[config.mk]
export PLATFORM = sky130hd
export DESIGN_NAME = pmsp_ram
export DESIGN_NICKNAME = d
export VERILOG_FILES = /design/src/sv/pmsp_ram.sv
export SDC_FILE = /design/constraint.sdc
export NUM_CORES = 2
export LEC_CHECK = 0
export BUFFER_PORTS_ARGS = -buffer_cell sky130_fd_sc_hd__buf_2
export CAP_MARGIN = 30
export CORE_MARGIN = 1
export CORE_UTILIZATION = 25
export DETAILED_ROUTE_END_ITERATION = 12
export GPL_TIMING_DRIVEN = 0
export PLACE_DENSITY = 0.38
export SLEW_MARGIN = 20
export SYNTH_ARGS = -nofsm -noshare
export SYNTH_HDL_FRONTEND = slang
export SYNTH_SLANG_ARGS = --single-unit
[constraint.sdc]
create_clock -name clk -period 3.2 [get_ports clk]
set_input_delay 0.32 -clock clk [delete_from_list [all_inputs] [get_ports clk]]
set_output_delay 0.32 -clock clk [all_outputs]
set_load 0.05 [all_outputs]
[src/sv/pmsp_ram.sv]
// Generic single-write, single-read RAM with registered read data.
// Standalone; no package dependency.
`default_nettype none

module pmsp_ram #(
  parameter int WIDTH = 16,
  parameter int DEPTH = 256,
  localparam int AW = (DEPTH > 1) ? $clog2(DEPTH) : 1
) (
  input  wire logic             clk,
  input  wire logic             we,
  input  wire logic [AW-1:0]    waddr,
  input  wire logic [WIDTH-1:0] wdata,
  input  wire logic [AW-1:0]    raddr,
  output logic      [WIDTH-1:0] rdata
);

  logic [WIDTH-1:0] mem [DEPTH];

  always_ff @(posedge clk) begin
    if (we) begin
      mem[waddr] <= wdata;
    end
    rdata <= mem[raddr];
  end

endmodule

`default_nettype wire

# After elaboration in Yosys (flattened, before gate mapping)
# Memories as Yosys holds them, arrays and structs flattened. A register that Yosys moved wholly into a read port is not among the register bits.
# Cells that the tools add are included.
[op_classes] mux=2
[op_table] op="2-to-1 mux 1 bit" count=2
[word_totals] input_bits=34 wordCells=3 regBits=0 ramBits=4096 out_inout_bits=16 memories=1
[memory_table] name="mem" words=256 width=16 read_ports=1 rd_clocked_by_memory_dff=1 write_ports=1 line="18" source="logic [WIDTH-1:0] mem [DEPTH];"

# Depth between registers and ports, before layout
[logic_depth] ltp_word=2 depth_mapped=12 mapped_depth_nobuf=6

# Worst setup path after synthesis
# No wires, ideal clock.
[synth_path] path_kind="input to register" start="input waddr[3]" end="memory mem[235][0] (enable)" cell_stages=6 setup_time_ps=388 t_required_ps=2812 path_slack_ps=715 path_buffers=3 t_arrival_ps=2097 path_cell_list="clkbuf_1 -> nor2b_1 -> clkbuf_1 -> nand4_1 -> clkbuf_1 -> nor2_1"
[synth_lines] element="start, declared" line="12" source="input wire logic [AW-1:0] waddr,"
[synth_lines] element="end, declared" line="18"
# Straight into the memory's write port.

==> impl_metrics.env <==
export IMPL_fin_crit_sh=1.049
export IMPL_slew_headroom=0.2974
export IMPL_grt_pass1_vias=83220
export IMPL_gp_congestion=0.8750
export IMPL_setup_viol=14
export IMPL_dpl_hpwl_mm=423.2
export IMPL_cp_start_kind="input port"
export IMPL_overflow=0
export IMPL_drt_iter0_drc=10090
export IMPL_initial_core_util=0.2510
export IMPL_dieArea_um2=638000
export IMPL_worst_slack_ns=-0.1565
export IMPL_worstPathArrival_ns=4.19
export IMPL_synth_seq_cells=4112
export IMPL_synth_area_per_cell_um2=21.56
export IMPL_synth_adder_area_share=0
export IMPL_cts_buffer_depth=4
export IMPL_hold_viol=0
export IMPL_route_detailed_drc=0
export IMPL_irDropWorstVdd_mv=0.4546
export IMPL_htree_levels=5
export IMPL_wirelength_mm=600.4
export IMPL_path_clk_slew_ns=0.06
export IMPL_io_buffers=39
export IMPL_cts_tree="built"
export IMPL_cts_buffers=443
export IMPL_grt_max_degree=109
export IMPL_clock_latency_ns=1.01
export IMPL_layout_min_cycle_time_ns=3.357
export IMPL_row_count=292
export IMPL_tns_ns=-0.7875
export IMPL_num_vias=82920
export IMPL_ant_nets=0
export IMPL_cts_sinks=4112
export IMPL_dr_pass1_iters=5
export IMPL_cp_top_family="buffers and inverters"
export IMPL_required_ns=4.03
export IMPL_worstSetupPathType="in2reg"
export IMPL_root_buffer="clkbuf_16"
export IMPL_grt_usage=0.1837
export IMPL_final_max_slew_viol_count=0
export IMPL_drv_cap=0
export IMPL_synthCells=7360
export IMPL_synthArstFlopShare=0
export IMPL_synth_distinct_cells=52
export IMPL_avgRoutedWirePerCell_um=35.42
export IMPL_grt_pass1_wl_mm=790.6
export IMPL_yosysWarningCount=0
export IMPL_switchingPower_mw=27.36
export IMPL_fp_dieH_um=798.8
export IMPL_syn_nets=7394
export IMPL_ys_seq_area_frac=0.7770
export IMPL_synthMuxAreaShare=0.1550
export IMPL_nets=8208
export IMPL_viasPerCell=4.891
export IMPL_core_area_um2=632400
export IMPL_fmax_ghz=0.2979
export IMPL_synth_top_family_by_area="multiplexers"
export IMPL_antenna_found_initial=58
export IMPL_status="complete, but fails checks"
export IMPL_power_density_nw_per_um2=613.9
export IMPL_violations="negative setup slack"
export IMPL_drive_above_1_share=0.2934
export IMPL_ioPinCount=50
export IMPL_power_frac_comb=0.065
export IMPL_worst_pin_slew_ns=1.054
export IMPL_synth_compound_area_frac=0.03537
export IMPL_rsz0062_at_grt="yes"
export IMPL_final_core_util=0.3030
export IMPL_p_clk_frac=0.430
export IMPL_power_internal_mw=90.30
export IMPL_area_growth_synth_to_final_pct=20.75
export IMPL_worstPathMaxFanout=10
export IMPL_swShare=0.2326
export IMPL_total_leakage_power_nw=59.16
export IMPL_synth_xor_xnor_area_share=0
export IMPL_path_common_cell="buf_4"
export IMPL_fin_area_um2=191700
export IMPL_crit_buf_inv=5
export IMPL_slowest_delay_ns=0.60
export IMPL_syn_area_um2=158700
export IMPL_synth_flop_cell="edfxtp_1"
export IMPL_seq_power_share=0.505
export IMPL_synth_edff_count=4096
export IMPL_hold_path_class="in2reg"
export IMPL_worst_path_max_delay_cell="nor4_4"
export IMPL_placed_cell_area_um2=176600
export IMPL_skew_ns=0.05598
export IMPL_crit_chain="buf_4 > buf_4 > buf_6 > buf_4 > clkbuf_4 > mux4_2 > o32ai_1 > a22oi_2 > nand4_1 > nor4_4"
export IMPL_die_w_um=798.8
export IMPL_critPathCaptureType="flop"
export IMPL_synthSimpleGateAreaFrac=0.01574
[power by group through the flow]
stage / clock, mW / combinational, mW / sequential (mW)
3_3_place_gp: 0 / 7.01 / 60.9
3_5_place_dp: 0 / 7.62 / 60.6
2_1_floorplan: 0 / 2.93 / 60.7
5_1_grt: 53.4 / 7.90 / 59.4
6_report: 50.5 / 7.69 / 59.4
4_1_cts: 51.6 / 7.75 / 59.4
[through the flow]
step | instances | hold WS, ns | total power [mW] | worst slack (ns)
3_3_place_gp | 15780 | 0.7937 | 67.88 | -4.903
5_1_grt | 16940 | 0.1371 | 120.7 | -0.01303
2_1_floorplan | 7360 | 0.4189 | 63.62 | 0.7150
3_5_place_dp | 16080 | 0.6017 | 68.18 | -2.376
6_report | 16950 | 0.1867 | 117.7 | -0.1565
4_1_cts | 16920 | 0.03546 | 118.8 | -0.05848
[cell type report]
type                    instances  area, µm²
inverters                       4      23.77
clock inverters               256       2270
multi-input cells            2792      34860
fillers                     60860     440800
clock buffers                 561      11770
flip-flops and latches       4112     123300
diodes                         27      67.56
repair buffers                370       5842
well taps                    8379      10480
plain buffers                 451       3020
[flip-flops by register name, indices dropped and copies added, names as in the netlist]
name / count
mem: 4096
rdata: 16
[routing by layer]
layer | global-route usage | routed length, µm | part of all wire | vias to the layer above
met1 | 0.2591 | 265300 | 0.44 | 45900
met3 | 0.02578 | 35150 | 0.059 | 751
li1 | - | - | - | 33070
met4 | 0.06185 | 21770 | 0.036 | 2
met5 | 0 | 17 | 0.000028 | -
met2 | 0.2914 | 278200 | 0.46 | 3193
[Yosys cell counts, drive strengths merged, types with 2 or more instances]
| master | instances | area, µm² |
|---|---|---|
| o221ai | 253 | 2222 |
| nor4bb | 2 | 20.02 |
| a211oi | 18 | 135.1 |
| and2 | 2 | 12.52 |
| nor2 | 304 | 1141 |
| nand2b | 3 | 18.77 |
| a21o | 2 | 15.01 |
| nor2b | 9 | 56.30 |
| and3 | 11 | 68.82 |
| nand4 | 26 | 162.7 |
| nand2 | 38 | 142.6 |
| and4 | 2 | 17.52 |
| o31ai | 16 | 120.1 |
| nand4b | 3 | 26.28 |
| nand3 | 35 | 175.2 |
| mux2 | 88 | 991.0 |
| a2111oi | 6 | 52.55 |
| nor4 | 18 | 118.9 |
| inv | 4 | 15.01 |
| o22ai | 148 | 925.9 |
| a31oi | 6 | 37.54 |
| or2 | 5 | 31.28 |
| or3 | 2 | 12.51 |
| mux2i | 565 | 5655 |
| a22o | 32 | 280.3 |
| buf | 222 | 1809 |
| dfxtp | 16 | 320.3 |
| o32ai | 21 | 191.4 |
| o21ai | 38 | 190.2 |
| a22oi | 43 | 322.8 |
| a221oi | 28 | 245.2 |
| mux4 | 797 | 17950 |
| a21oi | 175 | 875.8 |
| clkbuf | 230 | 863.3 |
| nor3 | 92 | 460.4 |
| edfxtp | 4096 | 123000 |
[tightest hold or removal path: stages]
cell and delay, ns:
buf_2 0.15, nand4_1 0.45, nor2_4 0.11
[path summary, 6_finish.rpt]
kind                           from                     to  slack, ns  depth (start not counted)
min reg2reg  mem[233][15]$_DFFE_PP_      rdata[15]$_DFF_P_       1.23                          7
max                        raddr[1]       rdata[1]$_DFF_P_      -0.16                         10
max reg2reg    mem[55][2]$_DFFE_PP_       rdata[2]$_DFF_P_       0.20                          6
min                        waddr[7]  mem[248][4]$_DFFE_PP_       0.19                          3
[cells by family (layout without fill, tap and decap cells)]
| group | count (synthesis) | in the layout |
|---|---|---|
| AOI/OAI and AO/OA | 786 | 786 |
| buffers and inverters | 456 | 1642 |
| DFF | 4112 | 4112 |
| muxes | 1450 | 1450 |
| other | 0 | 27 |
| and+or+nand+nor | 556 | 556 |
[repair_timing]
| action | CTS | global route |
|---|---|---|
| endpoints found under the hold margin | 1173 | 0 |
| resized for setup | 156 | 30 |
| setup endpoints to repair | 16 | 15 |
| pin swaps | 2 | 5 |
| hold buffers | 18 | 0 |
| setup buffers | 3 | 0 |
[layout by cell type (no fill, tap or decap), drive strengths merged, types with 33 or more instances in the layout]
| cell type | instances |
|---|---|
| edfxtp | 4096 |
| nor3 | 92 |
| nand3 | 35 |
| o21ai | 38 |
| buf | 568 |
| a21oi | 175 |
| mux4 | 797 |
| mux2 | 88 |
| bufinv | 33 |
| nor2 | 304 |
| o22ai | 148 |
| a22oi | 43 |
| clkbuf | 793 |
| o221ai | 253 |
| mux2i | 565 |
| clkinv | 203 |
| nand2 | 38 |
(Power assumes the default switching activity.)
