$ cat config.mk
export PLATFORM = sky130hd
export DESIGN_NAME = pmsp_mac
export DESIGN_NICKNAME = d
export VERILOG_FILES = /design/src/sv/pmsp_pkg.sv /design/src/sv/pmsp_mac.sv
export SDC_FILE = /design/constraint.sdc
export NUM_CORES = 1
export LEC_CHECK = 0
export BUFFER_PORTS_ARGS = -buffer_cell sky130_fd_sc_hd__buf_2
export CELL_PAD_IN_SITES_DETAIL_PLACEMENT = 1
export CELL_PAD_IN_SITES_GLOBAL_PLACEMENT = 1
export CORE_ASPECT_RATIO = 0.5
export CORE_UTILIZATION = 40
export DETAILED_ROUTE_END_ITERATION = 7
export PLACE_DENSITY = 0.75
export SLEW_MARGIN = 5
export SYNTH_ARGS = -nofsm -noshare
export SYNTH_HDL_FRONTEND = slang
export SYNTH_SLANG_ARGS = --single-unit
$ cat constraint.sdc
create_clock -name clk -period 12.4 [get_ports clk]
set_clock_uncertainty 0.15 [all_clocks]
set_input_delay 2.48 -clock clk [delete_from_list [all_inputs] [get_ports clk]]
set_output_delay 2.48 -clock clk [all_outputs]
set_load 0.05 [all_outputs]
$ cat src/sv/pmsp_pkg.sv
// Shared types and constants for the PCA mean-subtract projection unit.
// Used by every module of the block except pmsp_ram; depends on nothing.
`default_nettype none

package pmsp_pkg;

  localparam int FEATURES_DEF   = 256;
  localparam int COMPONENTS_DEF = 100;

  localparam int VALUE_W = 16;   // Q7.8 feature/mean, Q1.14 coefficient
  localparam int DIFF_W  = 17;   // Q8.8 difference
  localparam int PROD_W  = 33;   // exact Q.22 product
  localparam int ACC_W   = 41;   // Q.22 accumulator, wraps
  localparam int READ_SHIFT = 14;
  localparam int PROJ_W  = 32;
  localparam int COMP_W  = 7;
  localparam int FIDX_W  = 8;

  typedef enum logic [1:0] {
    MODE_MEAN    = 2'd0,
    MODE_COEF    = 2'd1,
    MODE_FEATURE = 2'd2,
    MODE_READ    = 2'd3
  } mode_t;

  typedef enum logic [2:0] {
    ST_IDLE,
    ST_MEAN,
    ST_SWEEP,
    ST_DRAIN,
    ST_READ
  } state_t;

  typedef struct packed {
    mode_t                     mode;
    logic [COMP_W-1:0]         component;
    logic [FIDX_W-1:0]         feature_index;
    logic signed [VALUE_W-1:0] value;
  } item_t;

  typedef struct packed {
    logic [COMP_W-1:0]        out_component;
    logic signed [PROJ_W-1:0] projection;
  } result_t;

  // Sequencer to datapath controls.
  typedef struct packed {
    logic take;       // item beat accepted this cycle
    logic load_diff;  // mean read data valid: form x - mean
    logic mac_b;      // coefficient and accumulator read data valid
    logic clr;        // treat old accumulator as zero in this sweep
    logic load_out;   // accumulator read data valid for a component read
    logic out_zero;   // component read returns zero
  } ctrl_t;

endpackage

`default_nettype wire

$ cat src/sv/pmsp_mac.sv
// Shared datapath: mean subtract, one signed multiply-accumulate per cycle,
// and the read-out shift into the result register. Uses pmsp_pkg.
`default_nettype none

module pmsp_mac (
  input  wire logic                          clk,
  input  wire pmsp_pkg::ctrl_t               ctl,
  input  wire pmsp_pkg::item_t               item,
  input  wire logic [pmsp_pkg::VALUE_W-1:0]  mean_q,
  input  wire logic [pmsp_pkg::VALUE_W-1:0]  coef_q,
  input  wire logic [pmsp_pkg::ACC_W-1:0]    acc_q,
  output logic      [pmsp_pkg::ACC_W-1:0]    acc_wdata,
  output pmsp_pkg::result_t                  result
);
  import pmsp_pkg::*;

  logic signed [VALUE_W-1:0] value_r;
  logic [COMP_W-1:0]         comp_r;
  logic signed [DIFF_W-1:0]  diff, diff_r;
  logic signed [PROD_W-1:0]  prod, prod_r;
  logic signed [ACC_W-1:0]   accq_r, sum;
  logic signed [PROJ_W-1:0]  proj;

  assign diff = DIFF_W'(value_r) - DIFF_W'(signed'(mean_q));
  assign prod = PROD_W'(diff_r) * PROD_W'(signed'(coef_q));
  assign sum  = accq_r + ACC_W'(prod_r);
  assign acc_wdata = sum;

  // Floor shift; the 27-bit quotient always fits the 32-bit result.
  assign proj = PROJ_W'(signed'(acc_q[ACC_W-1:READ_SHIFT]));

  always_ff @(posedge clk) begin
    if (ctl.take) begin
      value_r <= item.value;
      comp_r  <= item.component;
    end
    if (ctl.load_diff) begin
      diff_r <= diff;
    end
    if (ctl.mac_b) begin
      prod_r <= prod;
      accq_r <= ctl.clr ? '0 : signed'(acc_q);
    end
    if (ctl.load_out) begin
      result.out_component <= comp_r;
      result.projection    <= ctl.out_zero ? '0 : proj;
    end
  end

endmodule

`default_nettype wire

* Word-level counts from Yosys, hierarchy flattened *
Cells that the tools add are included.

word-level totals
  word-level logic and storage cells = 10
  output and inout bits = 80
  latch bits = 0
  memory bits (writable) = 0
  memories kept = 0
  bits in registers = 148
  ROM bits = 0
  bits of input ports = 113

cells by class
  reductions and logical operators = 0
  $add $sub $neg = 2
  bitwise operators = 0
  shifts and indexed selects = 0
  equal/unequal tests = 0
  divide/modulo/power cells = 0
  mux-type cells = 0
  magnitude comparators = 0
  multipliers = 1

operators by type and width
  cell                          number
  adder 41 x 33 -> 41 bit       1
  multiplier 17 x 16 -> 33 bit  1
  subtractor 16 x 16 -> 17 bit  1

* Logic depth before layout (Yosys ltp) *
  word-level depth = 1
  gate-level depth with buffers = 24
  depth with buffers taken out = 22

* Worst setup path before layout *
OpenSTA, ideal clock, no wires.

  path type = input to register
  start = input coef_q[7] in the netlist's numbering
  end = register prod_r[30], data pin
  data required time = 12,112 ps
  data arrival time = 8,062 ps
  slack = 4,050 ps
  stages = 21
  path through = clkbuf_1 clkbuf_1 nand2_1 fa_1 inv_1 fa_1 fa_1 fa_1 fa_1 inv_1 fa_1 inv_1 ha_1 a21o_1 a21o_1 a2111oi_2 o31ai_1 a31oi_4 o21ai_2 or4_1 nand4_1

between the ends
  word-level cells in the longest chain between the ends = 1

ends and longest elaborated chain
  what                          RTL line        RTL
  start: declaration            pmsp_mac.sv:10  input wire logic [pmsp_pkg::VALUE_W-1:0] coef_q,
  multiplier 17 x 16 -> 33 bit  pmsp_mac.sv:25  assign prod = PROD_W'(diff_r) * PROD_W'(signed'(coef_q));
  net prod[30]                  pmsp_mac.sv:20  logic signed [PROD_W-1:0] prod, prod_r;
  end signal: assignment        pmsp_mac.sv:41  prod_r <= prod;
  end: declaration              pmsp_mac.sv:20

The timed path passes the listed nets, and every way through them passes these cells.
A chain may end at the register's enable or synchronous reset.

* Worst setup path after layout *
  start = input coef_q[4] in the netlist's numbering
  end = register prod_r[32], data pin

The elaborated chain is that of the path after synthesis.

==> results.ini <==
[run_status]
status = finished clean

[min_path]
hold_end = result[33]
hold_path_depth = 0
hold_path.startpoint = comp_r[1]
hp-class = reg2reg

[sta]
tightest_slew_ps = 1012
maxSlewViolCount = 0
grt_setup_unrepaired = no
hold_viol = 0
setup_tns_ps = 0
layout_worst_path_cycle_share_pct = 69.04
max_slew_margin_pct = 32.55
final.min_clock_period_ps = 8561
setup_violations = 0
max_freq_ghz = 0.1168

[cts]
insertion_delay_ps = 450
postCtsSetupRepairBufs = 0
numCtsBuffers = 17
path_clk_slew_ps = 80
cts_tree = done
ctsHoldBuffers = 0
ctsResizeCount = 0
clock-sinks = 148
htreeDepth = 4
cts-root-buf = clkbuf_16
cts.path.max_buffers = 2

[worst_setup_path]
critPathLaunchType = input port
cp_top_family = adder cells
worstPathArrival_ps = 8600
rrSetupSlack_ps = 5340
cp_num_buf_inv = 5
criticalPathCategory = in2reg
critPathRequiredTime_ps = 12440
cp_max_fo = 17
r2r-end = prod_r[32]
critical_path.max_stage_delay_ps = 550
r2r_cells = 20
path_cells = buf_2 -> and2_1 -> fa_1 -> inv_1 -> fa_1 -> fa_1 -> inv_1 -> fa_1 -> fa_1 -> inv_1 -> fa_1 -> inv_1 -> ha_1 -> a21o_1 -> a21o_1 -> a2111oi_2 -> o31ai_1 -> a31oi_4 -> o21ai_2 -> and4_1 -> nor3_1
r2r-start = diff_r[12]
cp_common_cell = fa_1
worst_setup_path_end_kind = flop
slowest_stage = fa_1

[floorplan]
ioPinCount = 193
row_count = 54
dieArea_mm2 = 0.04669
start_util_pct = 41.32
core_area_mm2 = 0.04432
dieWidth_um = 304.6
die_height_um = 153.3

[synth]
synthArstFlopShare_pct = 0
syn_nets = 2337
yosysWarnings = 0
yosysUniqueCellTypes = 70
netlist_area_mm2 = 0.01831
yosys.area.top_type = fa_1
ys.flop_type = edfxtp_1
synth.avg_cell_area_um2 = 10.14
synth_area_leaders = fa_1 (30%), edfxtp_1 (24%), ha_1 (9.6%)
yosysMostFrequentCell = inv_1
synth_commonest_cells = inv_1 (356), fa_1 (278), nand2_1 (168)
synth_edf_count = 148
ys_seq_area_share_pct = 24.27
synth_top_area_share_pct = 30.39
synth_cells = 1806
synth_seq_cells = 148

[finish]
final_nets = 2486
syn2layout_area_growth_pct = 10.93
layout-drive-gt1-share_pct = 11.79

[place]
io_buffers = 182
gp_congestion = 0.8705
dp_hpwl_mm = 38.29

[grt]
grt_start_max_net_pins = 75
grt-ovfl-total = 0
antenna_found_initial = 2
grt_use_total_pct = 21.41
grt_pass1_wl_mm = 77.94
grt_pass1_vias = 14596

[route]
drt_pass1_iterations = 5
drc_errors = 0
via_count = 13104
wl_per_cell_um = 18.77
wirelength_mm = 48.01
vias_per_cell = 5.125
drtIter0Drc = 704
antenna_left = 0

[run]
maxCapViolCount = 0

placed cells by master (no fill, tap or decap), drive strengths merged, types with 7 or more instances in the layout:
cell | synthesis | layout
nand2 | 168 | 168
o211ai | 7 | 7
a21o | 31 | 31
and2 | 133 | 133
o21ai | 42 | 42
o21bai | 12 | 12
xor2 | 20 | 20
inv | 356 | 364
nand4 | 10 | 10
nand3 | 9 | 9
a211oi | 8 | 8
and3 | 10 | 10
xnor2 | 57 | 57
nor3 | 19 | 19
clkbuf | 45 | 18
a31oi | 9 | 9
o21a | 13 | 13
a21oi | 66 | 66
nor2b | 81 | 81
buf | 8 | 183
nor2 | 52 | 52
fa | 278 | 278
nand2b | 11 | 11
ha | 140 | 140
edfxtp | 148 | 148
area by class of cell:
class / count / area, um^2
Antenna cell: 1 / 2.502
Clock buffer: 18 / 429.2
Clock inverter: 14 / 135.1
Fill cell: 5035 / 24010
Inverter: 356 / 1336
Multi-Input combinational cell: 1249 / 12310
Sequential cell: 148 / 4444
Tap cell: 588 / 735.7
Timing Repair Buffer: 183 / 918.4
metrics by stage:
step                      setup slack [ps]  instances  hold WS (ps)  cell area, um^2  util (%)
after floorplan                       4050       1806         250.3            18310         -
after global placement                3499       2524         250.8            19750     44.55
after detailed placement              3403       2524         255.6            19750     44.55
after CTS                             3883       2556         274.0            20310     45.83
after global routing                  3612       2557         286.7            20310     45.83
final                                 3839       2557         272.4            20310     45.83
worst max-delay path by stage:
stage                       to  slack (ps)       start  cells past startpoint
finish              prod_r[32]        3840   coef_q[4]                     21
CTS                 prod_r[32]        3880   coef_q[4]                     21
global route        prod_r[32]        3610   coef_q[7]                     21
detailed placement  prod_r[32]        3400  coef_q[15]                     20
global placement    prod_r[32]        3500   coef_q[1]                     20
floorplan           prod_r[30]        4050   coef_q[7]                     21
flip-flops by register name (all words and copies together), names as in the netlist:
signal,cells
accq_r,41
prod_r,33
diff_r,17
result,34
value_r,16
comp_r,7
cell families after synthesis:
family | synth area share (%)
xor+xnor | 3.683
mux | 0.05466
simple gates | 14.63
compound gates | 8.917
buf+inv | 8.493
flops | 24.27
fa+ha+maj | 39.96
per-layer routing:
| layer | global-route usage [%] | vias to the layer above | routed length, um |
|---|---|---|---|
| met5 | 0 | - | 13 |
| met4 | 5.195 | 2 | 696 |
| met3 | 4.271 | 55 | 2144 |
| met2 | 37.42 | 255 | 23540 |
| met1 | 27.26 | 6730 | 21620 |
| li1 | - | 6062 | - |
Power is not shown: default switching activity piles up to over one toggle a cycle in this logic, so the estimate is an artifact.
