<file path="src/sv/pmsp_pkg.sv">
// Shared types and constants for the PCA mean-subtract projection unit.
// Used by every module of the block except pmsp_ram; depends on nothing.
`default_nettype none

package pmsp_pkg;

  localparam int FEATURES_DEF   = 256;
  localparam int COMPONENTS_DEF = 100;

  localparam int VALUE_W = 16;   // Q7.8 feature/mean, Q1.14 coefficient
  localparam int DIFF_W  = 17;   // Q8.8 difference
  localparam int PROD_W  = 33;   // exact Q.22 product
  localparam int ACC_W   = 41;   // Q.22 accumulator, wraps
  localparam int READ_SHIFT = 14;
  localparam int PROJ_W  = 32;
  localparam int COMP_W  = 7;
  localparam int FIDX_W  = 8;

  typedef enum logic [1:0] {
    MODE_MEAN    = 2'd0,
    MODE_COEF    = 2'd1,
    MODE_FEATURE = 2'd2,
    MODE_READ    = 2'd3
  } mode_t;

  typedef enum logic [2:0] {
    ST_IDLE,
    ST_MEAN,
    ST_SWEEP,
    ST_DRAIN,
    ST_READ
  } state_t;

  typedef struct packed {
    mode_t                     mode;
    logic [COMP_W-1:0]         component;
    logic [FIDX_W-1:0]         feature_index;
    logic signed [VALUE_W-1:0] value;
  } item_t;

  typedef struct packed {
    logic [COMP_W-1:0]        out_component;
    logic signed [PROJ_W-1:0] projection;
  } result_t;

  // Sequencer to datapath controls.
  typedef struct packed {
    logic take;       // item beat accepted this cycle
    logic load_diff;  // mean read data valid: form x - mean
    logic mac_b;      // coefficient and accumulator read data valid
    logic clr;        // treat old accumulator as zero in this sweep
    logic load_out;   // accumulator read data valid for a component read
    logic out_zero;   // component read returns zero
  } ctrl_t;

endpackage

`default_nettype wire

</file>
<file path="src/sv/pmsp_ctrl.sv">
// Sequencer: decodes item beats, drives table addresses, and walks the
// component sweep through the shared MAC pipeline. Uses pmsp_pkg.
`default_nettype none

module pmsp_ctrl #(
  parameter int FEATURES   = pmsp_pkg::FEATURES_DEF,
  parameter int COMPONENTS = pmsp_pkg::COMPONENTS_DEF,
  localparam int FA = $clog2(FEATURES),
  localparam int CA = (COMPONENTS > 1) ? $clog2(COMPONENTS) : 1,
  localparam int KA = $clog2(FEATURES * COMPONENTS)
) (
  input  wire logic            clk,
  input  wire logic            rst,
  input  wire logic            start,
  input  wire pmsp_pkg::item_t item,
  output logic                 busy,
  output logic                 strobe,
  output pmsp_pkg::ctrl_t      ctl,
  output logic                 mean_we,
  output logic [FA-1:0]        mean_waddr,
  output logic [FA-1:0]        mean_raddr,
  output logic                 coef_we,
  output logic [KA-1:0]        coef_waddr,
  output logic [KA-1:0]        coef_raddr,
  output logic [CA-1:0]        acc_raddr,
  output logic                 acc_we,
  output logic [CA-1:0]        acc_waddr
);
  import pmsp_pkg::*;

  state_t        state, state_next;
  logic [CA-1:0] cnt;
  logic [KA-1:0] caddr;
  logic          v1, v2;
  logic [CA-1:0] a1, a2;
  logic          clr_r, zero_r, fresh;

  logic accept, fidx_ok, comp_ok, issue, last;

  assign accept  = start && !busy;
  assign fidx_ok = 32'(item.feature_index) < FEATURES;
  assign comp_ok = 32'(item.component) < COMPONENTS;
  assign last    = cnt == CA'(COMPONENTS - 1);

  // Next state.
  always_comb begin
    state_next = state;
    unique case (state)
      ST_IDLE: begin
        if (accept) begin
          unique case (item.mode) inside
            MODE_FEATURE:        state_next = fidx_ok ? ST_MEAN : ST_IDLE;
            MODE_READ:           state_next = ST_READ;
            MODE_MEAN, MODE_COEF: state_next = ST_IDLE;
            default:             state_next = ST_IDLE;
          endcase
        end
      end
      ST_MEAN, ST_SWEEP: state_next = last ? ST_DRAIN : ST_SWEEP;
      ST_DRAIN:          state_next = v1 ? ST_DRAIN : ST_IDLE;
      ST_READ:           state_next = ST_IDLE;
      default:           state_next = ST_IDLE;
    endcase
  end

  // Outputs.
  always_comb begin
    busy          = state != ST_IDLE;
    issue         = (state == ST_MEAN) || (state == ST_SWEEP);
    ctl.take      = accept;
    ctl.load_diff = state == ST_MEAN;
    ctl.mac_b     = v1;
    ctl.clr       = clr_r;
    ctl.load_out  = state == ST_READ;
    ctl.out_zero  = zero_r;
    mean_we       = accept && (item.mode == MODE_MEAN) && fidx_ok;
    mean_waddr    = FA'(item.feature_index);
    mean_raddr    = FA'(item.feature_index);
    coef_we       = accept && (item.mode == MODE_COEF) && fidx_ok && comp_ok;
    coef_waddr    = KA'(32'(item.feature_index) * COMPONENTS + 32'(item.component));
    coef_raddr    = caddr;
    acc_raddr     = (state == ST_IDLE) ? CA'(item.component) : cnt;
    acc_we        = v2;
    acc_waddr     = a2;
  end

  always_ff @(posedge clk) begin
    if (rst) begin
      state  <= ST_IDLE;
      v1     <= 1'b0;
      v2     <= 1'b0;
      fresh  <= 1'b1;
      strobe <= 1'b0;
    end else begin
      state  <= state_next;
      v1     <= issue;
      v2     <= v1;
      strobe <= state == ST_READ;
      // Every entry has been written once the first sweep retires.
      if (state == ST_DRAIN && !v1) begin
        fresh <= 1'b0;
      end
    end
  end

  always_ff @(posedge clk) begin
    a1 <= cnt;
    a2 <= a1;
    if (accept) begin
      cnt    <= '0;
      caddr  <= KA'(32'(item.feature_index) * COMPONENTS);
      clr_r  <= (item.feature_index == '0) || fresh;
      zero_r <= !comp_ok || fresh;
    end else if (issue) begin
      cnt   <= cnt + CA'(1);
      caddr <= caddr + KA'(1);
    end
  end

endmodule

`default_nettype wire

</file>
<file path="config.mk">
export PLATFORM = sky130hd
export DESIGN_NAME = pmsp_ctrl
export DESIGN_NICKNAME = d
export VERILOG_FILES = /design/src/sv/pmsp_pkg.sv /design/src/sv/pmsp_ctrl.sv
export SDC_FILE = /design/constraint.sdc
export NUM_CORES = 1
export LEC_CHECK = 0
export BUFFER_PORTS_ARGS = -buffer_cell sky130_fd_sc_hd__clkbuf_2
export CORE_MARGIN = 2
export CORE_UTILIZATION = 46
export DETAILED_ROUTE_END_ITERATION = 12
export PLACE_DENSITY = 0.81
export SLEW_MARGIN = 0
export SYNTH_ARGS = -nofsm -noshare
export SYNTH_HDL_FRONTEND = slang
export SYNTH_SLANG_ARGS = --single-unit
</file>
<file path="constraint.sdc">
create_clock -name clk -period 4.01 [get_ports clk]
set_input_delay 0.6015 -clock clk [delete_from_list [all_inputs] [get_ports clk]]
set_output_delay 0.6015 -clock clk [all_outputs]
set_load 0.1 [all_outputs]
</file>
Word level (Yosys, flattened, before mapping)

Cells that the tools add are included.

Input port bits: 36
Memory bits (read-only): 0
Bits in latches: 0
Register bits after elaboration: 45
Memory bits (writable): 0
Memories kept: 0

Bitwise operators: 0
$lt $le $gt $ge: 1
Shifts and indexed selects: 0
Reductions and logical operators: 17
Multiplexer cells: 8
Multipliers: 1
Divide/modulo/power cells: 0
Eq/ne operators: 9
Add/sub/neg operators: 3

Operators with widths:

| cell                  | number |
|---|---|
| $mux 15               | 2 |
| $add 15x1->15 const B | 1 |
| $add 15x7->15         | 1 |
| $mul 8x5->13 const B  | 1 |
| $pmux 3 s3            | 1 |
| $logic_not 8->1       | 1 |
| $add 7x1->7 const B   | 1 |
| $eq 7x7->1 const B    | 1 |
| $lt 7x7->1 const B    | 1 |
| $mux 7                | 1 |
| $eq 3x2->1 const B    | 2 |
| $pmux 3 s2            | 1 |
| $logic_and 1x1->1     | 5 |
| $eq 2x2->1 const B    | 2 |
| $eq 3x1->1 const B    | 1 |
| $eq 3x3->1 const B    | 1 |
| $logic_not 1->1       | 3 |
| $logic_not 3->1       | 1 |
| $logic_or 1x1->1      | 3 |
| $mux 3                | 1 |
| $reduce_bool 3->1     | 1 |
| $eq 2x1->1 const B    | 1 |
| $logic_not 2->1       | 1 |
| $mux 2                | 1 |
| 4 further kinds       | 4 |

Logic depth before layout (Yosys ltp)

Gate-level depths: netlist of the first run.

Depth after elaboration: 5
Gate-level depth with buffers: 13
Mapped depth without buffers: 13

Least setup slack after synthesis of the first run

No wires, ideal clock.

Path kind: in2out
Start point: in item[19] (netlist bit)
End point: out coef_waddr[13]
Buffers on the path: 0
Cell stages on the path: 11
Slack: -1.321 ns
Data arrival time: 4.729 ns
Path through: ha_1 ha_1 inv_1 fa_1 inv_1 ha_1 a21o_1 o21a_1 a211oi_1 nor3_1 xnor2_1

Cells in the longest elaborated chain, start to end: 2

Ends and longest elaborated chain:

| element            | RTL line        | RTL |
|---|---|---|
| start: declaration | pmsp_ctrl.sv:15 | `input wire pmsp_pkg::item_t item,` |
| $mul 8x5->13       | pmsp_ctrl.sv:80 | `coef_waddr = KA'(32'(item.feature_index) * COMPONENTS + 32'(item.component));` |
| $add 15x7->15      | pmsp_ctrl.sv:80 |  |
| end: declaration   | pmsp_ctrl.sv:23 | `output logic [KA-1:0] coef_waddr,` |

Every way passes these cells.

Worst setup path in the final report of the first run

Start point: in item[20] (netlist bit)
End point: out coef_waddr[14]

The elaborated chain is that of the path after synthesis.

==> key figures, run 1 <==
Synthesis
  • Synth top area share: 0.196
  • Number of enable flip-flop cells after synthesis: 15
  • Portion of the post-synthesis area used by sequential elements: 0.343
  • Post-synthesis instance area: 3060 um^2
  • Main synth FF type: sky130_fd_sc_hd__dfxtp_1
  • Gate count after technology mapping: 314
  • Most common cell in the synthesized netlist: sky130_fd_sc_hd__ha_1
  • Total of warnings raised by yosys: 0
  • Top area cells in the synthesized netlist: sky130_fd_sc_hd__dfxtp_1 20%, sky130_fd_sc_hd__ha_1 16%, sky130_fd_sc_hd__edfxtp_1 15%, sky130_fd_sc_hd__buf_4 5.4%, sky130_fd_sc_hd__xnor2_1 5.2%
  • Ranking of synthesized cells by instance count: 40 x sky130_fd_sc_hd__ha_1, 30 x sky130_fd_sc_hd__dfxtp_1, 22 x sky130_fd_sc_hd__buf_4
  • Share of flip-flops with an asynchronous set or reset after synthesis: 0
  • Number of storage elements in the synthesis netlist: 45
  • Distinct cell type count of the synthesized netlist: 44
  • Number of nets produced by synthesis: 394
  • Average cell area after synthesis: 9.75 um^2
  • Most area-hungry cell type in the Yosys netlist: sky130_fd_sc_hd__dfxtp_1

Worst hold path
  • WHS Endpoint: acc_waddr[4]$_DFF_P_
  • Min-delay src: a1[4]$_DFF_P_
  • Hold path cells: 0
  • Worst hold path class: reg -> reg

Worst setup path
  • Largest incremental delay on the critical path: 0.56 ns
  • Nature of the critical path startpoint: input port
  • Ordered list of cells on the worst path: clkbuf_16 -> ha_4 -> ha_4 -> inv_2 -> fa_1 -> inv_2 -> ha_4 -> a21o_1 -> o21a_4 -> or2_4 -> or4_4 -> nor4_4 -> xnor2_4 -> buf_12
  • Cell family with the largest share of critical-path delay: adder cells
  • Cell with the largest stage delay on the worst path: sky130_fd_sc_hd__or4_4
  • Crit path max fanout: 3
  • Critical R2R Launch: state[2]$_SDFFE_PP0P_
  • Type of element capturing the critical path: output pin
  • Crit path buffers/inverters: 4
  • R2R Setup Slk: 1.67 ns
  • Critical Path AT: 3.81 ns
  • Most common cell on crit path: sky130_fd_sc_hd__ha_4
  • Number of cells on the worst reg-to-reg path: 6
  • Required time of the critical path: 3.41 ns
  • Reg-to-reg endpoint: coef_raddr[5]$_DFFE_PP_
  • Setup Crit Path Kind: in -> out
  • Launching element of the worst setup path: item[20]

Finish
  • Layout overhead on the synthesized area: 41.4%
  • Final instance count without filler cells: 506
  • N_diodes: 0
  • Share of cells above drive strength 1: 0.438
  • Total number of nets in the final design: 508

Die
  • Initial core utilization: 0.479
  • Number of placement rows: 29
  • Die Area: 7320 um^2
  • I/O pin total: 107
  • Placeable core region: 6390 um^2
  • Die Ht: 85.6 um
  • DIE WIDTH: 85.6 um

Place
  • Cell total after placement: 492
  • Half-perimeter wire length after placement: 5.87 mm
  • Input/output buffers: 90
  • Placer's final routability congestion estimate: 0.849

STA
  • Final hold violations: 0
  • Total Negative Setup Slacks: -1.43 ns
  • Relative slew margins: 0.526
  • Unrepaired setup endpoints after global routing: true
  • Skew final: 0.00962 ns
  • Total setup violations reported at the end of the flow: 5
  • Max-slew violation count: 0
  • Max Freq: 227 MHz
  • Post-route worst setup slack: -0.404 ns
  • Slew @ Worst Pin: 0.706 ns
  • Fraction of the cycle the final worst path needs: 1.10
  • Shortest clock period the worst path allows after layout: 4.41 ns

Clock tree
  • Clock tree from TritonCTS: yes
  • Clock latency of the later-clocked register in the worst-skew pair: 0.30 ns
  • Clock slew at reported path FFs: 0.09 ns
  • H-Tree Depth: 2
  • Clock tree sinks: 45
  • Largest buffer count on any clock path: 2
  • Hold-fix buffers, CTS: 0
  • Number of buffers created by CTS: 5
  • Root Driver: sky130_fd_sc_hd__clkbuf_8

Detailed routing
  • Remaining routing DRC violations: 0
  • Mean routed wirelength per cell: 14.8 um
  • Drt via density: 5.29
  • Post-detailed-routing wire length: 7.51 mm
  • Total number of vias: 2678
  • DRT antenna net count: 0
  • Iter 0 DRT Violations: 150
  • Drt first pass iters: 4

Global route
  • Maximum number of pins on one net before global-route repair: 17
  • Overall global routing resource usage: 0.205
  • Global-route wire length before repair: 12.0 mm
  • Via count of the first global-routing pass: 2585
  • Number of antenna violations at the first check in global routing: 0
  • Grt ovf: 0

Run status
  • Failing checks: negative setup slack
  • Run status: finished, violations left

Power and ir drop
  • Power per cell area: 601 nW/um^2
  • Total power: 2600 uW
  • Highest ir drop seen on vdd: 0.559 mV
  • Leakage dissipation: 0.00199 uW

Run
  • Max-capacitance violation count: 0
[through the flow]
step | util | setup WS (ns) | hold WS [ns] | cell area, um^2
2_1_floorplan | - | -0.220 | 0.310 | 3290
3_3_place_gp | 0.637 | -0.436 | 0.311 | 4070
3_5_place_dp | 0.637 | -0.537 | 0.314 | 4070
4_1_cts | 0.669 | -0.506 | 0.334 | 4270
5_1_grt | 0.678 | -0.480 | 0.345 | 4330
6_report | 0.678 | -0.404 | 0.333 | 4330
[cells by family after synthesis]
logic type	count (synthesis)	synth area share
simple gates	89	0.161
compound gates	43	0.0883
buf+inv	50	0.0891
flops	45	0.343
fa+ha+maj	44	0.190
xor+xnor	36	0.103
mux	7	0.0258
[metal layers]
metal / share of wire / wire [um] / up-vias / track usage
li1: - / - / 1309 / -
met5: 0 / 0 / - / 0
met4: 0.032 / 243 / 0 / 0.0880
met1: 0.40 / 2980 / 1242 / 0.255
met3: 0.063 / 470 / 22 / 0.0318
met2: 0.51 / 3810 / 105 / 0.353
[repair_timing]
| action | 4_1_cts | 5_1_grt |
|---|---|---|
| pin swaps | 12 | 9 |
| setup buffers | 5 | 2 |
| endpoints found under the setup margin | 4 | 5 |
| endpoints found under the hold margin | 0 | 0 |
| resized for setup | 16 | 7 |
[power by group]
part	internal, uW	total [uW]	switching [uW]
combinational	607	1780	1170
clock	124	274	151
sequential	512	545	33.6
[layout by cell type (no fill, tap or decap), types with 2 or more instances in the layout]
cell | Yosys | layout
sky130_fd_sc_hd__nand2_1 | 21 | 21
sky130_fd_sc_hd__xor2_1 | 18 | 18
sky130_fd_sc_hd__o21ai_0 | 9 | 9
sky130_fd_sc_hd__a21o_1 | 2 | 2
sky130_fd_sc_hd__nor4_4 | 1 | 2
sky130_fd_sc_hd__nor2b_1 | 5 | 5
sky130_fd_sc_hd__a21oi_1 | 9 | 9
sky130_fd_sc_hd__dfxtp_1 | 30 | 30
sky130_fd_sc_hd__nor3b_1 | 3 | 3
sky130_fd_sc_hd__nand3_1 | 6 | 6
sky130_fd_sc_hd__ha_4 | 0 | 8
sky130_fd_sc_hd__fa_1 | 4 | 3
sky130_fd_sc_hd__a31oi_1 | 3 | 3
sky130_fd_sc_hd__clkbuf_8 | 0 | 7
sky130_fd_sc_hd__edfxtp_1 | 15 | 15
sky130_fd_sc_hd__nand4_1 | 4 | 4
sky130_fd_sc_hd__buf_4 | 22 | 43
sky130_fd_sc_hd__xnor2_4 | 0 | 5
sky130_fd_sc_hd__nor2_1 | 15 | 14
sky130_fd_sc_hd__clkbuf_2 | 0 | 79
sky130_fd_sc_hd__nor3_2 | 1 | 2
sky130_fd_sc_hd__nor4b_1 | 3 | 2
sky130_fd_sc_hd__nor3_1 | 8 | 6
sky130_fd_sc_hd__buf_12 | 0 | 8
sky130_fd_sc_hd__buf_6 | 0 | 4
sky130_fd_sc_hd__o22ai_1 | 9 | 9
sky130_fd_sc_hd__inv_4 | 0 | 4
sky130_fd_sc_hd__ha_1 | 40 | 29
sky130_fd_sc_hd__and3_1 | 8 | 7
sky130_fd_sc_hd__inv_1 | 20 | 16
sky130_fd_sc_hd__nand2b_1 | 6 | 6
sky130_fd_sc_hd__xnor2_2 | 0 | 3
sky130_fd_sc_hd__xnor2_1 | 18 | 10
sky130_fd_sc_hd__o21bai_1 | 2 | 2
sky130_fd_sc_hd__inv_2 | 0 | 2
sky130_fd_sc_hd__mux2_2 | 7 | 7
sky130_fd_sc_hd__ha_2 | 0 | 3
[registers in the layout (all words and copies together), names as in the netlist]
name / cells
coef_raddr: 15
a1: 7
acc_waddr: 7
cnt: 7
state: 3
acc_we: 1
clr_r: 1
fresh: 1
strobe: 1
v1: 1
zero_r: 1
[worst max-delay path by stage]
stage	endpoint	depth (start not counted)
after floorplan	coef_waddr[14]	12
after global placement	coef_waddr[14]	13
after detailed placement	coef_waddr[14]	13
after CTS	coef_waddr[14]	14
after global routing	coef_waddr[14]	14
final	coef_waddr[14]	14
[layout make-up]
type / count / area [um^2]
tap: 77 / 96.3
timing repair buffer: 137 / 976
inverter: 20 / 80.1
multi-input combinational: 219 / 2040
clock buffer: 6 / 72.6
clock inverter: 2 / 12.5
sequential: 45 / 1050
fill: 455 / 2060
Power figures use the tool's default switching activity.
==> run 2, diff against run 1 <==
==> constraint.sdc (replaced) <==
create_clock -name clk -period 4.01 [get_ports clk]
set_input_delay 0.802 -clock clk [delete_from_list [all_inputs] [get_ports clk]]
set_output_delay 0.802 -clock clk [all_outputs]
set_load 0.1 [all_outputs]
==> key figures, run 2 (same netlist as run 1, synthesis figures left out) <==
Run status
  • Run status: finished, violations left (unchanged)
  • Failing checks: negative setup slack (unchanged)

Detailed routing
  • Iter 0 DRT Violations: 110 (was 150)
  • Mean routed wirelength per cell: 15.5 um (was 14.8 um)
  • Length of routed met2 wiring: 4.26 mm (was 3.81 mm)
  • Detailed-route wire length on metal 1: 3.31 mm (was 2.98 mm)
  • Total number of vias: 2705 (was 2678)
  • Post-detailed-routing wire length: 8.02 mm (was 7.51 mm)
  • Remaining routing DRC violations: 0 (unchanged)
  • Highest metal layer with signal wires: met4 (unchanged)
  • Drt first pass iters: 4 (unchanged)
  • Wire length on met3: 358 um (was 470 um)
  • DRT antenna net count: 0 (unchanged)
  • Drt via density: 5.23 (was 5.29)

Die
  • Initial core utilization: 0.479 (unchanged)
  • Number of placement rows: 29 (unchanged)
  • DIE WIDTH: 85.6 um (unchanged)
  • I/O pin total: 107 (unchanged)
  • Die Ht: 85.6 um (unchanged)
  • Die Area: 7320 um^2 (unchanged)
  • Placeable core region: 6390 um^2 (unchanged)

Finish
  • Total number of nets in the final design: 519 (was 508)
  • N_diodes: 0 (unchanged)
  • Design Area, Final: 4540 um^2 (was 4330 um^2)
  • Most common library cell in the layout ignoring fill and taps: sky130_fd_sc_hd__clkbuf_2 (unchanged)
  • Layout overhead on the synthesized area: 48.4% (was 41.4%)
  • Flip-flop count of the largest register after layout: 15 (unchanged)
  • Top library cells by usage in the layout, fill and taps aside: 77 x sky130_fd_sc_hd__clkbuf_2, 55 x sky130_fd_sc_hd__buf_4, 30 x sky130_fd_sc_hd__dfxtp_1 (was 79 x sky130_fd_sc_hd__clkbuf_2, 43 x sky130_fd_sc_hd__buf_4, 30 x sky130_fd_sc_hd__dfxtp_1)
  • Share of cells above drive strength 1: 0.480 (was 0.438)

Worst setup path
  • Type of element capturing the critical path: output pin (unchanged)
  • Crit path max fanout: 4 (was 3)
  • Required time of the critical path: 3.21 ns (was 3.41 ns)
  • Nature of the critical path startpoint: input port (unchanged)
  • Critical Path AT: 4.04 ns (was 3.81 ns)
  • Setup Crit Path Kind: in -> out (unchanged)
  • Number of cells on the worst reg-to-reg path: 5 (was 6)

Power and ir drop
  • Highest ir drop seen on vdd: 0.832 mV (was 0.559 mV)
  • Power per cell area: 594 nW/um^2 (was 601 nW/um^2)
  • Total power: 2700 uW (was 2600 uW)
  • Leakage dissipation: 0.00208 uW (was 0.00199 uW)

Global route
  • Number of antenna violations at the first check in global routing: 0 (unchanged)
  • Via count of the first global-routing pass: 2651 (was 2585)
  • Grt ovf: 0 (unchanged)
  • Global-route wire length before repair: 12.4 mm (was 12.0 mm)
  • Maximum number of pins on one net before global-route repair: 17 (unchanged)
  • Overall global routing resource usage: 0.215 (was 0.205)

Worst hold path
  • Hold path cells: 0 (unchanged)
  • Worst hold path class: reg -> reg (unchanged)

Clock tree
  • Clock tree from TritonCTS: yes (unchanged)
  • Number of buffers created by CTS: 5 (unchanged)
  • H-Tree Depth: 2 (unchanged)
  • Clock slew at reported path FFs: 0.07 ns (was 0.09 ns)
  • Root Driver: sky130_fd_sc_hd__clkbuf_8 (unchanged)
  • Clock tree sinks: 45 (unchanged)
  • Hold-fix buffers, CTS: 0 (unchanged)
  • Largest buffer count on any clock path: 2 (unchanged)
  • Clock latency of the later-clocked register in the worst-skew pair: 0.30 ns (about the same)

STA
  • Relative slew margins: 0.538 (was 0.526)
  • Skew final: 0.0113 ns (was 0.00962 ns)
  • Post-route worst setup slack: -0.837 ns (was -0.404 ns)
  • Unrepaired setup endpoints after global routing: true (unchanged)
  • Slew @ Worst Pin: 0.692 ns (was 0.706 ns)
  • Max Freq: 206 MHz (was 227 MHz)
  • Shortest clock period the worst path allows after layout: 4.85 ns (was 4.41 ns)
  • Total Negative Setup Slacks: -3.22 ns (was -1.43 ns)
  • Fraction of the cycle the final worst path needs: 1.21 (was 1.10)
  • Max-slew violation count: 0 (unchanged)
  • Final hold violations: 0 (unchanged)
  • Total setup violations reported at the end of the flow: 5 (unchanged)

Place
  • Half-perimeter wire length after placement: 6.04 mm (was 5.87 mm)
  • Placer's final routability congestion estimate: 0.805 (was 0.849)
  • Input/output buffers: 90 (unchanged)
  • Post-Place Setup Slack: -0.894 ns (was -0.537 ns)
  • Placed instance area: 4200 um^2 (was 4070 um^2)

Run
  • Max-capacitance violation count: 0 (unchanged)
-- run 2: routing by layer --
layer  up-vias  global-route usage
met3        12              0.0318
met4         0              0.0447
met2        80               0.394
met5         -                   0
met1      1280               0.267
li1       1333                   -
-- run 2: final timing paths --
path	startpoint	endpoint	slack, ns
setup reg to reg	state[1]$_SDFFE_PP0P_	cnt[5]$_SDFFE_PP0P_	1.76
hold / removal	a1[6]$_DFF_P_	acc_waddr[6]$_DFF_P_	0.33
setup / recovery	item[19]	coef_waddr[14]	-0.84
hold reg to reg	a1[6]$_DFF_P_	acc_waddr[6]$_DFF_P_	0.33
-- run 2: worst max-delay path, cell delays in order --
cell	delay [ns]
sky130_fd_sc_hd__clkbuf_16	0.14
sky130_fd_sc_hd__ha_4	0.25
sky130_fd_sc_hd__ha_4	0.26
sky130_fd_sc_hd__inv_2	0.03
sky130_fd_sc_hd__fa_1	0.48
sky130_fd_sc_hd__inv_2	0.04
sky130_fd_sc_hd__ha_4	0.23
sky130_fd_sc_hd__a21o_1	0.20
sky130_fd_sc_hd__o21a_4	0.21
sky130_fd_sc_hd__or2_4	0.23
sky130_fd_sc_hd__or4_4	0.53
sky130_fd_sc_hd__nor4_4	0.28
sky130_fd_sc_hd__xnor2_4	0.17
sky130_fd_sc_hd__buf_12	0.19
-- run 2: layout make-up --
cell class                 count  area, um^2
sequential                    45        1050
clock inverter                 1        6.26
timing repair buffer         148        1080
fill                         459        1840
tap                           77        96.3
multi-input combinational    219        2140
clock buffer                   7        86.3
inverter                      20        82.6
-- run 2: what timing repair did --
item | in CTS | in global routing
pin swaps | 9 | 14
setup buffers | 2 | 4
resized for setup | 26 | 15
setup endpoints to repair | 7 | 7
endpoints found under the hold margin | 0 | 0
-- run 2: metrics by stage --
stage,hold WS (ns),util,std cells
3_5_place_dp,0.312,0.658,505
3_3_place_gp,0.311,0.658,505
6_report,0.329,0.711,517
4_1_cts,0.331,0.697,515
5_1_grt,0.338,0.711,517
2_1_floorplan,0.310,-,314
-- run 2: power by group --
group	leakage (uW)	switching [uW]	internal, uW	total [uW]
sequential	0.000389	35.8	512	548
combinational	0.00164	1210	657	1860
clock	0.0000488	149	141	289
